### config.mk
export PLATFORM = sky130hd
export DESIGN_NAME = lidar_point_curvature_disjoint_flat
export DESIGN_NICKNAME = d
export VERILOG_FILES = /design/src/hdl/lpcd_pkg.sv /design/src/hdl/lpcd_if.sv /design/src/hdl/lpcd_ratio.sv /design/src/hdl/lidar_point_curvature_disjoint.sv /design/src/flat_wrapper.sv
export VERILOG_INCLUDE_DIRS = /design/src /design/src/hdl
export SDC_FILE = /design/constraint.sdc
export NUM_CORES = 2
export LEC_CHECK = 0
export BUFFER_PORTS_ARGS = -buffer_cell sky130_fd_sc_hd__buf_2
export CORE_ASPECT_RATIO = 2
export CORE_MARGIN = 3
export CORE_UTILIZATION = 59
export CTS_CLUSTER_DIAMETER = 50
export DETAILED_ROUTE_END_ITERATION = 10
export HOLD_SLACK_MARGIN = 0.03
export MAX_ROUTING_LAYER = met4
export PLACE_DENSITY_LB_ADDON = 0.15
export SLEW_MARGIN = 20
export SYNTH_ARGS = -nofsm -noshare
export SYNTH_HDL_FRONTEND = slang
export SYNTH_SLANG_ARGS = --single-unit
export TNS_END_PERCENT = 5
### constraint.sdc
create_clock -name clk_i -period 15.4 [get_ports clk_i]
set_input_delay 2.31 -clock clk_i [delete_from_list [all_inputs] [get_ports clk_i]]
set_output_delay 2.31 -clock clk_i [all_outputs]
set_load 0.02 [all_outputs]
### src/hdl/assert_macros.svh
// Assertion macros shared by the RTL modules.
`ifndef ASSERT_MACROS_SVH
`define ASSERT_MACROS_SVH

// Check that a property holds at every clock edge outside reset.
`define LPCD_ASSERT(lbl, clk, rstn, prop, msg) \
  lbl: assert property (@(posedge clk) disable iff (!rstn) (prop)) \
    else $error(msg);

// Check that a condition never holds outside reset.
`define LPCD_NEVER(lbl, clk, rstn, cond, msg) \
  `LPCD_ASSERT(lbl, clk, rstn, !(cond), msg)

`endif

### src/hdl/lpcd_pkg.sv
// Package with constants, types and state encodings of the curvature block.
`default_nettype none

package lpcd_pkg;

  localparam int CoordW    = 20;
  localparam int MaxPoints = 131072;
  localparam int IdxW      = $clog2(MaxPoints);
  localparam int WinLen    = 11;
  localparam int WinMid    = 5;
  localparam int FillW     = $clog2(WinLen + 1);
  localparam int SumW      = CoordW + 4;
  localparam int OpW       = CoordW + 5;
  localparam int MagW      = CoordW + 4;
  localparam int SqW       = 2 * MagW;
  localparam int CurvW     = 49;
  localparam int DistW     = 2 * CoordW + 3;
  localparam int RatioW    = 16;
  localparam int QuoW      = 2 * RatioW;
  localparam int RemW      = DistW + 1;
  localparam int CntW      = $clog2(QuoW);
  localparam int StepW     = 4;
  localparam int SqrSteps  = 9;
  localparam int ApbAddrW  = 2;
  localparam int ApbDataW  = 32;

  localparam logic [RatioW-1:0]   ThrReset   = 16'd512;
  localparam logic [DistW-1:0]    GateSq     = 43'd250000;
  localparam logic [ApbAddrW-1:0] RegThrAddr = 2'd0;

  typedef logic [2:0][CoordW-1:0] point_t;

  typedef enum logic [2:0] {
    S_IDLE,
    S_SQR,
    S_GATE,
    S_RATIO,
    S_DONE
  } state_e;

  typedef enum logic [1:0] {
    R_IDLE,
    R_DIV,
    R_SQRT,
    R_DONE
  } rat_state_e;

  typedef struct packed {
    logic             start;
    logic [DistW-1:0] smax;
    logic [DistW-1:0] smin;
  } rat_req_t;

  typedef struct packed {
    logic              done;
    logic [RatioW-1:0] ratio;
  } rat_rsp_t;

endpackage

`default_nettype wire

### src/hdl/lpcd_if.sv
// Valid/ready channel interfaces for points in and curvature results out.
`default_nettype none

interface lpcd_in_if;
  import lpcd_pkg::*;

  logic              valid;
  logic              ready;
  logic [CoordW-1:0] point_x;
  logic [CoordW-1:0] point_y;
  logic [CoordW-1:0] point_z;
  logic              frame_end;

  modport source (output valid, point_x, point_y, point_z, frame_end, input ready);
  modport sink   (input valid, point_x, point_y, point_z, frame_end, output ready);
endinterface

interface lpcd_out_if;
  import lpcd_pkg::*;

  logic              valid;
  logic              ready;
  logic [IdxW-1:0]   center_index;
  logic [CurvW-1:0]  curvature;
  logic [RatioW-1:0] distance_ratio;
  logic              disjoint_flag;

  modport source (output valid, center_index, curvature, distance_ratio, disjoint_flag,
                  input ready);
  modport sink   (input valid, center_index, curvature, distance_ratio, disjoint_flag,
                  output ready);
endinterface

`default_nettype wire

### src/hdl/lpcd_ratio.sv
// Q8.8 distance ratio: bit-serial divide then square root on one compare-subtract unit.
`default_nettype none
`include "assert_macros.svh"

module lpcd_ratio (
  input  wire logic              clk_i,
  input  wire logic              rst_ni,
  input  wire lpcd_pkg::rat_req_t req_i,
  output lpcd_pkg::rat_rsp_t     rsp_o
);
  import lpcd_pkg::*;

  rat_state_e          state_q, state_d;
  logic [CntW-1:0]     cnt_q, cnt_d;
  logic [RemW-1:0]     rem_q;
  logic [QuoW-1:0]     quo_q;
  logic [RatioW-1:0]   root_q;
  logic [DistW-1:0]    div_q;
  logic [RatioW-1:0]   res_q;

  logic [RemW-1:0]     op_a, op_b;
  logic [RemW:0]       diff;
  logic                ge;
  logic                last;
  logic                sat;

  always_comb begin
    op_a = '0;
    op_b = '0;
    case (state_q)
      R_DIV: begin
        op_a = {rem_q[RemW-2:0], quo_q[QuoW-1]};
        op_b = {1'b0, div_q};
      end
      R_SQRT: begin
        op_a = {rem_q[RemW-3:0], quo_q[QuoW-1:QuoW-2]};
        op_b = RemW'({root_q, 2'b01});
      end
      default: begin
        op_a = '0;
        op_b = '0;
      end
    endcase
    diff = {1'b0, op_a} - {1'b0, op_b};
    ge   = !diff[RemW];
  end

  assign last = (cnt_q == '0);
  assign sat  = ({{RatioW{1'b0}}, req_i.smax} >= {req_i.smin, {RatioW{1'b0}}});

  always_comb begin
    state_d = state_q;
    cnt_d   = cnt_q;
    case (state_q)
      R_IDLE: begin
        if (req_i.start) begin
          state_d = sat ? R_DONE : R_DIV;
          cnt_d   = CntW'(QuoW - 1);
        end
      end
      R_DIV: begin
        cnt_d = cnt_q - 1'b1;
        if (last) begin
          state_d = R_SQRT;
          cnt_d   = CntW'(RatioW - 1);
        end
      end
      R_SQRT: begin
        cnt_d = cnt_q - 1'b1;
        if (last) begin
          state_d = R_DONE;
        end
      end
      R_DONE: begin
        state_d = R_IDLE;
      end
      default: begin
        state_d = R_IDLE;
      end
    endcase
  end

  always_ff @(posedge clk_i or negedge rst_ni) begin
    if (!rst_ni) begin
      state_q <= R_IDLE;
      cnt_q   <= '0;
    end else begin
      state_q <= state_d;
      cnt_q   <= cnt_d;
    end
  end

  always_ff @(posedge clk_i) begin
    case (state_q)
      R_IDLE: begin
        if (req_i.start) begin
          div_q <= req_i.smin;
          rem_q <= RemW'(req_i.smax >> RatioW);
          quo_q <= {req_i.smax[RatioW-1:0], {RatioW{1'b0}}};
          res_q <= '1;
        end
      end
      R_DIV: begin
        quo_q <= {quo_q[QuoW-2:0], ge};
        if (last) begin
          rem_q  <= '0;
          root_q <= '0;
        end else begin
          rem_q <= ge ? diff[RemW-1:0] : op_a;
        end
      end
      R_SQRT: begin
        rem_q  <= ge ? diff[RemW-1:0] : op_a;
        quo_q  <= {quo_q[QuoW-3:0], 2'b00};
        root_q <= {root_q[RatioW-2:0], ge};
        if (last) begin
          res_q <= {root_q[RatioW-2:0], ge};
        end
      end
      default: begin
      end
    endcase
  end

  assign rsp_o.done  = (state_q == R_DONE);
  assign rsp_o.ratio = res_q;

  `LPCD_ASSERT(a_start_when_idle, clk_i, rst_ni, req_i.start |-> state_q == R_IDLE, "ratio start while busy")
  `LPCD_ASSERT(a_div_rem_bound, clk_i, rst_ni, (state_q == R_DIV) |-> (rem_q < {1'b0, div_q}), "division remainder not below divisor")
  `LPCD_ASSERT(a_sqrt_rem_bound, clk_i, rst_ni, (state_q == R_SQRT) |-> (rem_q <= RemW'({root_q, 1'b0})), "root remainder above twice the root")

endmodule

`default_nettype wire

### src/hdl/lidar_point_curvature_disjoint.sv
// Top level: 11-point window, shared squarer for curvature and distances, APB threshold.
`default_nettype none
`include "assert_macros.svh"

// Points enter one at a time while in_ch_i.ready is high. The first ten points of a
// frame only fill the window and are taken back to back. From the eleventh on, each
// point yields one result for the point five places back: it is accepted, then runs
// through the single squarer (three curvature terms, six distance terms, one drain),
// the gate and the output step. When the larger neighbor gap is at most 500 mm the
// ratio unit is skipped; if the ratio saturates it goes straight to its done state.
// Otherwise it works out 32 quotient bits then 16 root bits, one per cycle on one
// compare-subtract, before its done state. The output step repeats while the output
// register still holds an earlier result that out_ch_o.ready has not taken. A finished
// result waits in the output register while the next point is taken. A frame_end point
// clears the window and position counter after its result, or at once if it has none.
module lidar_point_curvature_disjoint (
  input  wire logic                            clk_i,
  input  wire logic                            rst_ni,
  lpcd_in_if.sink                              in_ch_i,
  lpcd_out_if.source                           out_ch_o,
  input  wire logic                            psel,
  input  wire logic                            penable,
  input  wire logic                            pwrite,
  input  wire logic [lpcd_pkg::ApbAddrW-1:0]   paddr,
  input  wire logic [lpcd_pkg::ApbDataW-1:0]   pwdata,
  output logic      [lpcd_pkg::ApbDataW-1:0]   prdata,
  output logic                                 pready
);
  import lpcd_pkg::*;

  state_e                   state_q, state_d;
  logic [RatioW-1:0]        thr_q;
  point_t                   win_q [WinLen];
  logic signed [SumW-1:0]   sum_q [3];
  logic [FillW-1:0]         fill_q;
  logic [IdxW-1:0]          cnt_q;
  logic [IdxW-1:0]          cidx_q;
  logic                     fe_q;
  logic [StepW-1:0]         step_q;
  logic [SqW-1:0]           prod_q;
  logic [CurvW-1:0]         curv_q;
  logic [DistW-1:0]         sf_q, sb_q;
  logic [RatioW-1:0]        ratio_q;
  logic                     out_valid_q;
  logic [IdxW-1:0]          out_idx_q;
  logic [CurvW-1:0]         out_curv_q;
  logic [RatioW-1:0]        out_ratio_q;
  logic                     out_flag_q;

  logic                     acc;
  logic                     produce;
  logic                     out_load;
  logic                     clr;
  logic                     sqr_done;
  point_t                   new_pt;
  logic [1:0]               ax;
  logic signed [OpW-1:0]    cen_x, cen11, opnd;
  logic [MagW-1:0]          mag;
  logic [DistW-1:0]         smax, smin;
  logic                     gate_ok;
  rat_req_t                 rat_req;
  rat_rsp_t                 rat_rsp;

  // configuration port
  assign pready = 1'b1;
  assign prdata = (paddr == RegThrAddr) ? ApbDataW'(thr_q) : '0;

  always_ff @(posedge clk_i or negedge rst_ni) begin
    if (!rst_ni) begin
      thr_q <= ThrReset;
    end else if (psel && penable && pwrite && pready && (paddr == RegThrAddr)) begin
      thr_q <= pwdata[RatioW-1:0];
    end
  end

  // sequencer
  assign acc      = in_ch_i.valid && in_ch_i.ready;
  assign produce  = (fill_q >= FillW'(WinLen - 1));
  assign out_load = (state_q == S_DONE) && (!out_valid_q || out_ch_o.ready);
  assign clr      = (out_load && fe_q) || (acc && !produce && in_ch_i.frame_end);
  assign sqr_done = (step_q == StepW'(SqrSteps));

  assign smax    = (sf_q > sb_q) ? sf_q : sb_q;
  assign smin    = (sf_q > sb_q) ? sb_q : sf_q;
  assign gate_ok = (smax > GateSq);

  always_comb begin
    state_d        = state_q;
    in_ch_i.ready  = 1'b0;
    rat_req.start  = 1'b0;
    rat_req.smax   = smax;
    rat_req.smin   = smin;
    case (state_q)
      S_IDLE: begin
        in_ch_i.ready = 1'b1;
        if (in_ch_i.valid && produce) begin
          state_d = S_SQR;
        end
      end
      S_SQR: begin
        if (sqr_done) begin
          state_d = S_GATE;
        end
      end
      S_GATE: begin
        if (gate_ok) begin
          rat_req.start = 1'b1;
          state_d       = S_RATIO;
        end else begin
          state_d = S_DONE;
        end
      end
      S_RATIO: begin
        if (rat_rsp.done) begin
          state_d = S_DONE;
        end
      end
      S_DONE: begin
        if (out_load) begin
          state_d = S_IDLE;
        end
      end
      default: begin
        state_d = S_IDLE;
      end
    endcase
  end

  always_ff @(posedge clk_i or negedge rst_ni) begin
    if (!rst_ni) begin
      state_q <= S_IDLE;
      step_q  <= '0;
      fe_q    <= 1'b0;
    end else begin
      state_q <= state_d;
      if (acc) begin
        step_q <= '0;
        fe_q   <= in_ch_i.frame_end;
      end else if (state_q == S_SQR && !sqr_done) begin
        step_q <= step_q + 1'b1;
      end
    end
  end

  // window, running sums, fill and position
  assign new_pt[0] = in_ch_i.point_x;
  assign new_pt[1] = in_ch_i.point_y;
  assign new_pt[2] = in_ch_i.point_z;

  always_ff @(posedge clk_i or negedge rst_ni) begin
    if (!rst_ni) begin
      for (int i = 0; i < WinLen; i++) begin
        win_q[i] <= '0;
      end
      for (int a = 0; a < 3; a++) begin
        sum_q[a] <= '0;
      end
      fill_q <= '0;
      cnt_q  <= '0;
    end else if (clr) begin
      for (int i = 0; i < WinLen; i++) begin
        win_q[i] <= '0;
      end
      for (int a = 0; a < 3; a++) begin
        sum_q[a] <= '0;
      end
      fill_q <= '0;
      cnt_q  <= '0;
    end else if (acc) begin
      for (int i = 0; i < WinLen - 1; i++) begin
        win_q[i] <= win_q[i+1];
      end
      win_q[WinLen-1] <= new_pt;
      for (int a = 0; a < 3; a++) begin
        sum_q[a] <= sum_q[a] + SumW'($signed(new_pt[a])) - SumW'($signed(win_q[0][a]));
      end
      if (fill_q != FillW'(WinLen)) begin
        fill_q <= fill_q + 1'b1;
      end
      cnt_q <= cnt_q + 1'b1;
    end
  end

  // shared squarer operand
  always_comb begin
    case (step_q) inside
      4'd0, 4'd3, 4'd6: ax = 2'd0;
      4'd1, 4'd4, 4'd7: ax = 2'd1;
      default:          ax = 2'd2;
    endcase
    cen_x = OpW'($signed(win_q[WinMid][ax]));
    cen11 = (cen_x <<< 3) + (cen_x <<< 1) + cen_x;
    case (step_q) inside
      [4'd0:4'd2]: opnd = OpW'(sum_q[ax]) - cen11;
      [4'd3:4'd5]: opnd = OpW'($signed(win_q[WinMid-1][ax])) - cen_x;
      default:     opnd = OpW'($signed(win_q[WinMid+1][ax])) - cen_x;
    endcase
    mag = opnd[OpW-1] ? MagW'(-opnd) : MagW'(opnd);
  end

  always_ff @(posedge clk_i) begin
    if (acc) begin
      curv_q <= '0;
      sf_q   <= '0;
      sb_q   <= '0;
      cidx_q <= cnt_q - IdxW'(WinMid);
    end else if (state_q == S_SQR) begin
      if (!sqr_done) begin
        prod_q <= mag * mag;
      end
      case (step_q) inside
        [4'd1:4'd3]: curv_q <= curv_q + CurvW'(prod_q);
        [4'd4:4'd6]: sf_q   <= sf_q + prod_q[DistW-1:0];
        [4'd7:4'd9]: sb_q   <= sb_q + prod_q[DistW-1:0];
        default: begin
        end
      endcase
    end
    if (state_q == S_GATE && !gate_ok) begin
      ratio_q <= '0;
    end else if (state_q == S_RATIO && rat_rsp.done) begin
      ratio_q <= rat_rsp.ratio;
    end
  end

  lpcd_ratio u_ratio (
    .clk_i  (clk_i),
    .rst_ni (rst_ni),
    .req_i  (rat_req),
    .rsp_o  (rat_rsp)
  );

  // output register
  always_ff @(posedge clk_i or negedge rst_ni) begin
    if (!rst_ni) begin
      out_valid_q <= 1'b0;
    end else if (out_load) begin
      out_valid_q <= 1'b1;
    end else if (out_ch_o.ready) begin
      out_valid_q <= 1'b0;
    end
  end

  always_ff @(posedge clk_i) begin
    if (out_load) begin
      out_idx_q   <= cidx_q;
      out_curv_q  <= curv_q;
      out_ratio_q <= ratio_q;
      out_flag_q  <= (ratio_q > thr_q);
    end
  end

  assign out_ch_o.valid          = out_valid_q;
  assign out_ch_o.center_index   = out_idx_q;
  assign out_ch_o.curvature      = out_curv_q;
  assign out_ch_o.distance_ratio = out_ratio_q;
  assign out_ch_o.disjoint_flag  = out_flag_q;

  `LPCD_ASSERT(a_out_from_done, clk_i, rst_ni,
    $rose(out_valid_q) |-> $past(state_q == S_DONE),
    "result shown without finished computation")
  `LPCD_ASSERT(a_full_window_busy, clk_i, rst_ni,
    (acc && produce) |=> (state_q == S_SQR && !in_ch_i.ready),
    "full window did not start computation")
  `LPCD_NEVER(a_frame_clear, clk_i, rst_ni,
    $past(out_load && fe_q) && (fill_q != '0 || cnt_q != '0),
    "frame end did not clear window")

endmodule

`default_nettype wire
### src/flat_wrapper.sv
// flat-port wrapper written by rule: the top's interface ports become plain ports
module lidar_point_curvature_disjoint_flat import lpcd_pkg::*;
  (clk_i, rst_ni, psel, penable, pwrite, paddr, pwdata, prdata, pready, in_ch_i_valid, in_ch_i_point_x, in_ch_i_point_y, in_ch_i_point_z, in_ch_i_frame_end, in_ch_i_ready, out_ch_o_valid, out_ch_o_center_index, out_ch_o_curvature, out_ch_o_distance_ratio, out_ch_o_disjoint_flag, out_ch_o_ready);
  lpcd_in_if in_ch_i_i ();
  lpcd_out_if out_ch_o_i ();
  input  wire logic clk_i;
  input  wire logic rst_ni;
  input  wire logic psel;
  input  wire logic penable;
  input  wire logic pwrite;
  input  wire logic [lpcd_pkg::ApbAddrW-1:0] paddr;
  input  wire logic [lpcd_pkg::ApbDataW-1:0] pwdata;
  output logic      [lpcd_pkg::ApbDataW-1:0] prdata;
  output logic pready;
  input wire logic [$bits(in_ch_i_i.valid)-1:0] in_ch_i_valid;
  input wire logic [$bits(in_ch_i_i.point_x)-1:0] in_ch_i_point_x;
  input wire logic [$bits(in_ch_i_i.point_y)-1:0] in_ch_i_point_y;
  input wire logic [$bits(in_ch_i_i.point_z)-1:0] in_ch_i_point_z;
  input wire logic [$bits(in_ch_i_i.frame_end)-1:0] in_ch_i_frame_end;
  output wire logic [$bits(in_ch_i_i.ready)-1:0] in_ch_i_ready;
  output wire logic [$bits(out_ch_o_i.valid)-1:0] out_ch_o_valid;
  output wire logic [$bits(out_ch_o_i.center_index)-1:0] out_ch_o_center_index;
  output wire logic [$bits(out_ch_o_i.curvature)-1:0] out_ch_o_curvature;
  output wire logic [$bits(out_ch_o_i.distance_ratio)-1:0] out_ch_o_distance_ratio;
  output wire logic [$bits(out_ch_o_i.disjoint_flag)-1:0] out_ch_o_disjoint_flag;
  input wire logic [$bits(out_ch_o_i.ready)-1:0] out_ch_o_ready;
  assign in_ch_i_i.valid = in_ch_i_valid;
  assign in_ch_i_i.point_x = in_ch_i_point_x;
  assign in_ch_i_i.point_y = in_ch_i_point_y;
  assign in_ch_i_i.point_z = in_ch_i_point_z;
  assign in_ch_i_i.frame_end = in_ch_i_frame_end;
  assign in_ch_i_ready = in_ch_i_i.ready;
  assign out_ch_o_valid = out_ch_o_i.valid;
  assign out_ch_o_center_index = out_ch_o_i.center_index;
  assign out_ch_o_curvature = out_ch_o_i.curvature;
  assign out_ch_o_distance_ratio = out_ch_o_i.distance_ratio;
  assign out_ch_o_disjoint_flag = out_ch_o_i.disjoint_flag;
  assign out_ch_o_i.ready = out_ch_o_ready;
  lidar_point_curvature_disjoint u_core (.clk_i(clk_i), .rst_ni(rst_ni), .in_ch_i(in_ch_i_i), .out_ch_o(out_ch_o_i), .psel(psel), .penable(penable), .pwrite(pwrite), .paddr(paddr), .pwdata(pwdata), .prdata(prdata), .pready(pready));
endmodule
==> impl_results.md <==
- Status: finished, final reports clean
- Seq cells post-synth: between 1000 and 1500
- Setup Buffers After CTS: 0
- Rel. slew slack: 0.1347
- Arr. time, crit path: 15050 ps
- Port buffer count: roughly 190
- Yosys Warn Count: 0
- Via density: 5.860
- TNS Setup: 0 ps
- Asr flop ratio synth: 0.6367
- Syn avg cell area: 8.866 um2
- Max cap viols: 0
- Slowest stage cell, crit path: fa_1
- Antenna violations before repair: 10
- Die X: between 200 and 300 um
- Final Setup Violations: 0
- Tcrit/Tclk final: 0.9479
- FP Rows: 197
- Starting DRT DRC Count: 4702
- Total grt overflow: 0
- Hold Fails Final Rpt: 0
- Global Route Usage Sum: 0.3503
- Final-stage net count: 10820
- Post-Route WL: approximately 250000 um
- CP Launch Type: flop
- Clock sink count: 1233
- Slew @ Worst Pin: 1284 ps
- Most common cell after layout, fill and taps aside: nand2_1
- Worst-case clock buffer depth: 3
- DR pass1 iterations: 8
- Core area: 0.1442 mm2
- GP Congestion: 0.9716
- Syn-to-layout area delta: 7.962%
- RSZ-0062 raised after global routing: no
- Final instance area: 0.09243 mm2
- H-tree levels: 3
- Residual DRC count: 0
- Number of synthesized flops with an enable pin: between 200 and 300
- CP max stage delay: ~540 ps
- Clock latency on the worst-skew pair: 780 ps
- Layout Utilization: 0.6410
- CP required: 15850 ps
- Min Clock Period, post-route: 14600 ps
- WL/cell: 21.75 um
- Synth Instances: 9656
- Top Ports: between 200 and 250
- Dpl cell area: 0.08830 mm2
- Syn Std Cell Area: 0.08561 mm2
- Largest net degree at the start of global routing: 201
- Die height: 544.7 um
- CP most frequent cell: fa_1
- Initial Utilization: 0.5937
- DP HPWL: 192900 um
- Worst setup EP type: flop
- CTS tree: yes
- Post-synthesis sequential area ratio: 0.3689
- Clock root buffer: clkbuf_16
- CTS buffer count: 116
- Final ANT Viol Nets: 0
- Kind of critical path: reg -> reg
- Global-route wire length before repair: 389600 um
- Max Clock Freq: 68.51 MHz
- Unique masters post-synth: 111
- Commonest cells after routing, fill and taps aside: 2036 x nand2_1, 1168 x a21oi_1, 995 x inv_1
- Worst hold path type: reg -> reg
- Clk slew on worst S/H paths: 70 ps
- Hold buffer count at CTS: 0
- Vias in the first global route: 69630
- Fraction of layout cells with a size suffix above 1: 0.07179
- Most frequently used flop master after synthesis: dfrtp_1
- Routed vias: 68080
- Final Max Slew Viols: 0
- Worst Skew: 93.68 ps
- Crit-path max FO: 34
- Die Area: 0.1500 mm2
synthesized netlist by cell type, drive strengths merged, types with 28 or more instances:
library cell,n,area share
a22oi,35,0.0031
mux2i,74,0.0087
nand2,2041,0.090
fa,525,0.12
a31oi,59,0.0046
xnor2,218,0.023
nor4,28,0.0021
nand3,144,0.0086
nand2b,91,0.0066
or3,37,0.0027
dfxtp,151,0.035
inv,1020,0.045
o21a,45,0.0039
ha,563,0.082
a21oi,1171,0.069
dfrtp,784,0.23
o21ai,287,0.017
nor2,536,0.024
and2,42,0.0031
o21bai,77,0.0068
xor2,127,0.013
buf,97,0.0061
nor2b,39,0.0028
nor3,91,0.0053
nand4,46,0.0034
and3,37,0.0028
mux2,43,0.0057
o211ai,28,0.0025
a21o,159,0.014
clkbuf,392,0.017
a211oi,58,0.0053
edfxtp,297,0.10
a22o,60,0.0061
routing by layer:
layer / global-route usage / vias to the layer above / wire length [um]
li1: - / 31860 / -
met3: 0.03463 / 868 / 9856
met1: 0.3457 / 33500 / 84200
met5: - / - / 0
met4: 0.2871 / 0 / 26660
met2: 0.6194 / 1850 / 132000
per-stage QoR:
step                      hold slack (ps)  cells  setup slack [ps]
after floorplan                     400.3   9671              1746
after global placement              400.4  11400              1091
after detailed placement            404.5  11400             972.7
after CTS                           420.2  11610             834.0
after global routing                426.3  11620             76.74
final                               419.0  11620             803.0
final timing paths:
kind / cells after the start / end / slack, ps / startpoint
worst max-delay path: 54 / u_core.prod_q[47] / 800 / u_core.step_q[1]
worst min-delay path: 0 / u_core.out_ch_o.center_index[3] / 420 / u_core.cidx_q[3]
worst max register to register: 54 / u_core.prod_q[47] / 800 / u_core.step_q[1]
worst min register to register: 0 / u_core.out_ch_o.center_index[3] / 420 / u_core.cidx_q[3]
max in group asynchronous: 3 / u_core.win_q[555] / 11560 / rst_ni
min in group asynchronous: 1 / u_core.win_q[5] / 1570 / rst_ni
cells by family after synthesis:
family	synth area share
fa+ha+maj	0.2052
other cells	0.00008772
buf+inv	0.06815
flops	0.3689
compound gates	0.1494
simple gates	0.1577
xor+xnor	0.03617
mux	0.01435
registers in the layout, indices dropped and copies added (netlist names), 32 cells and up:
signal / count
u_core.sb_q: 43
u_core.u_ratio.quo_q: 32
u_core.sf_q: 43
u_core.u_ratio.rem_q: 43
u_core.sum_q: 72
u_core.prod_q: 47
u_core.u_ratio.div_q: 43
u_core.out_ch_o.curvature: 49
u_core.win_q: 660
u_core.curv_q: 49
layout make-up:
| class | count | area [um2] |
|---|---|---|
| multi-input combinational | 6927 | 48480 |
| antenna | 4 | 10.01 |
| clock inverter | 62 | 828.3 |
| fill | 12310 | 51760 |
| timing repair buffer | 325 | 2079 |
| tap | 1890 | 2365 |
| clock buffer | 154 | 3232 |
| inverter | 1022 | 3847 |
| sequential | 1233 | 31590 |
worst max-delay path, delay by kind of cell, from the launching register on:
| family | cells | cell delay, ps |
|---|---|---|
| fa+ha+maj | 12 | 5680 |
| compound gates | 18 | 3740 |
| xor+xnor | 2 | 660 |
| flops | 1 | 430 |
| buf+inv | 12 | 2100 |
| simple gates | 10 | 1580 |
repair_timing:
action	4_1_cts	5_1_grt
endpoints found under the hold margin	0	0
endpoints found under the setup margin	0	1
resized for setup	0	5
Power is left out: the tool's default activity adds up to more than one toggle a clock period on the data nets, which glitch-free logic cannot reach.
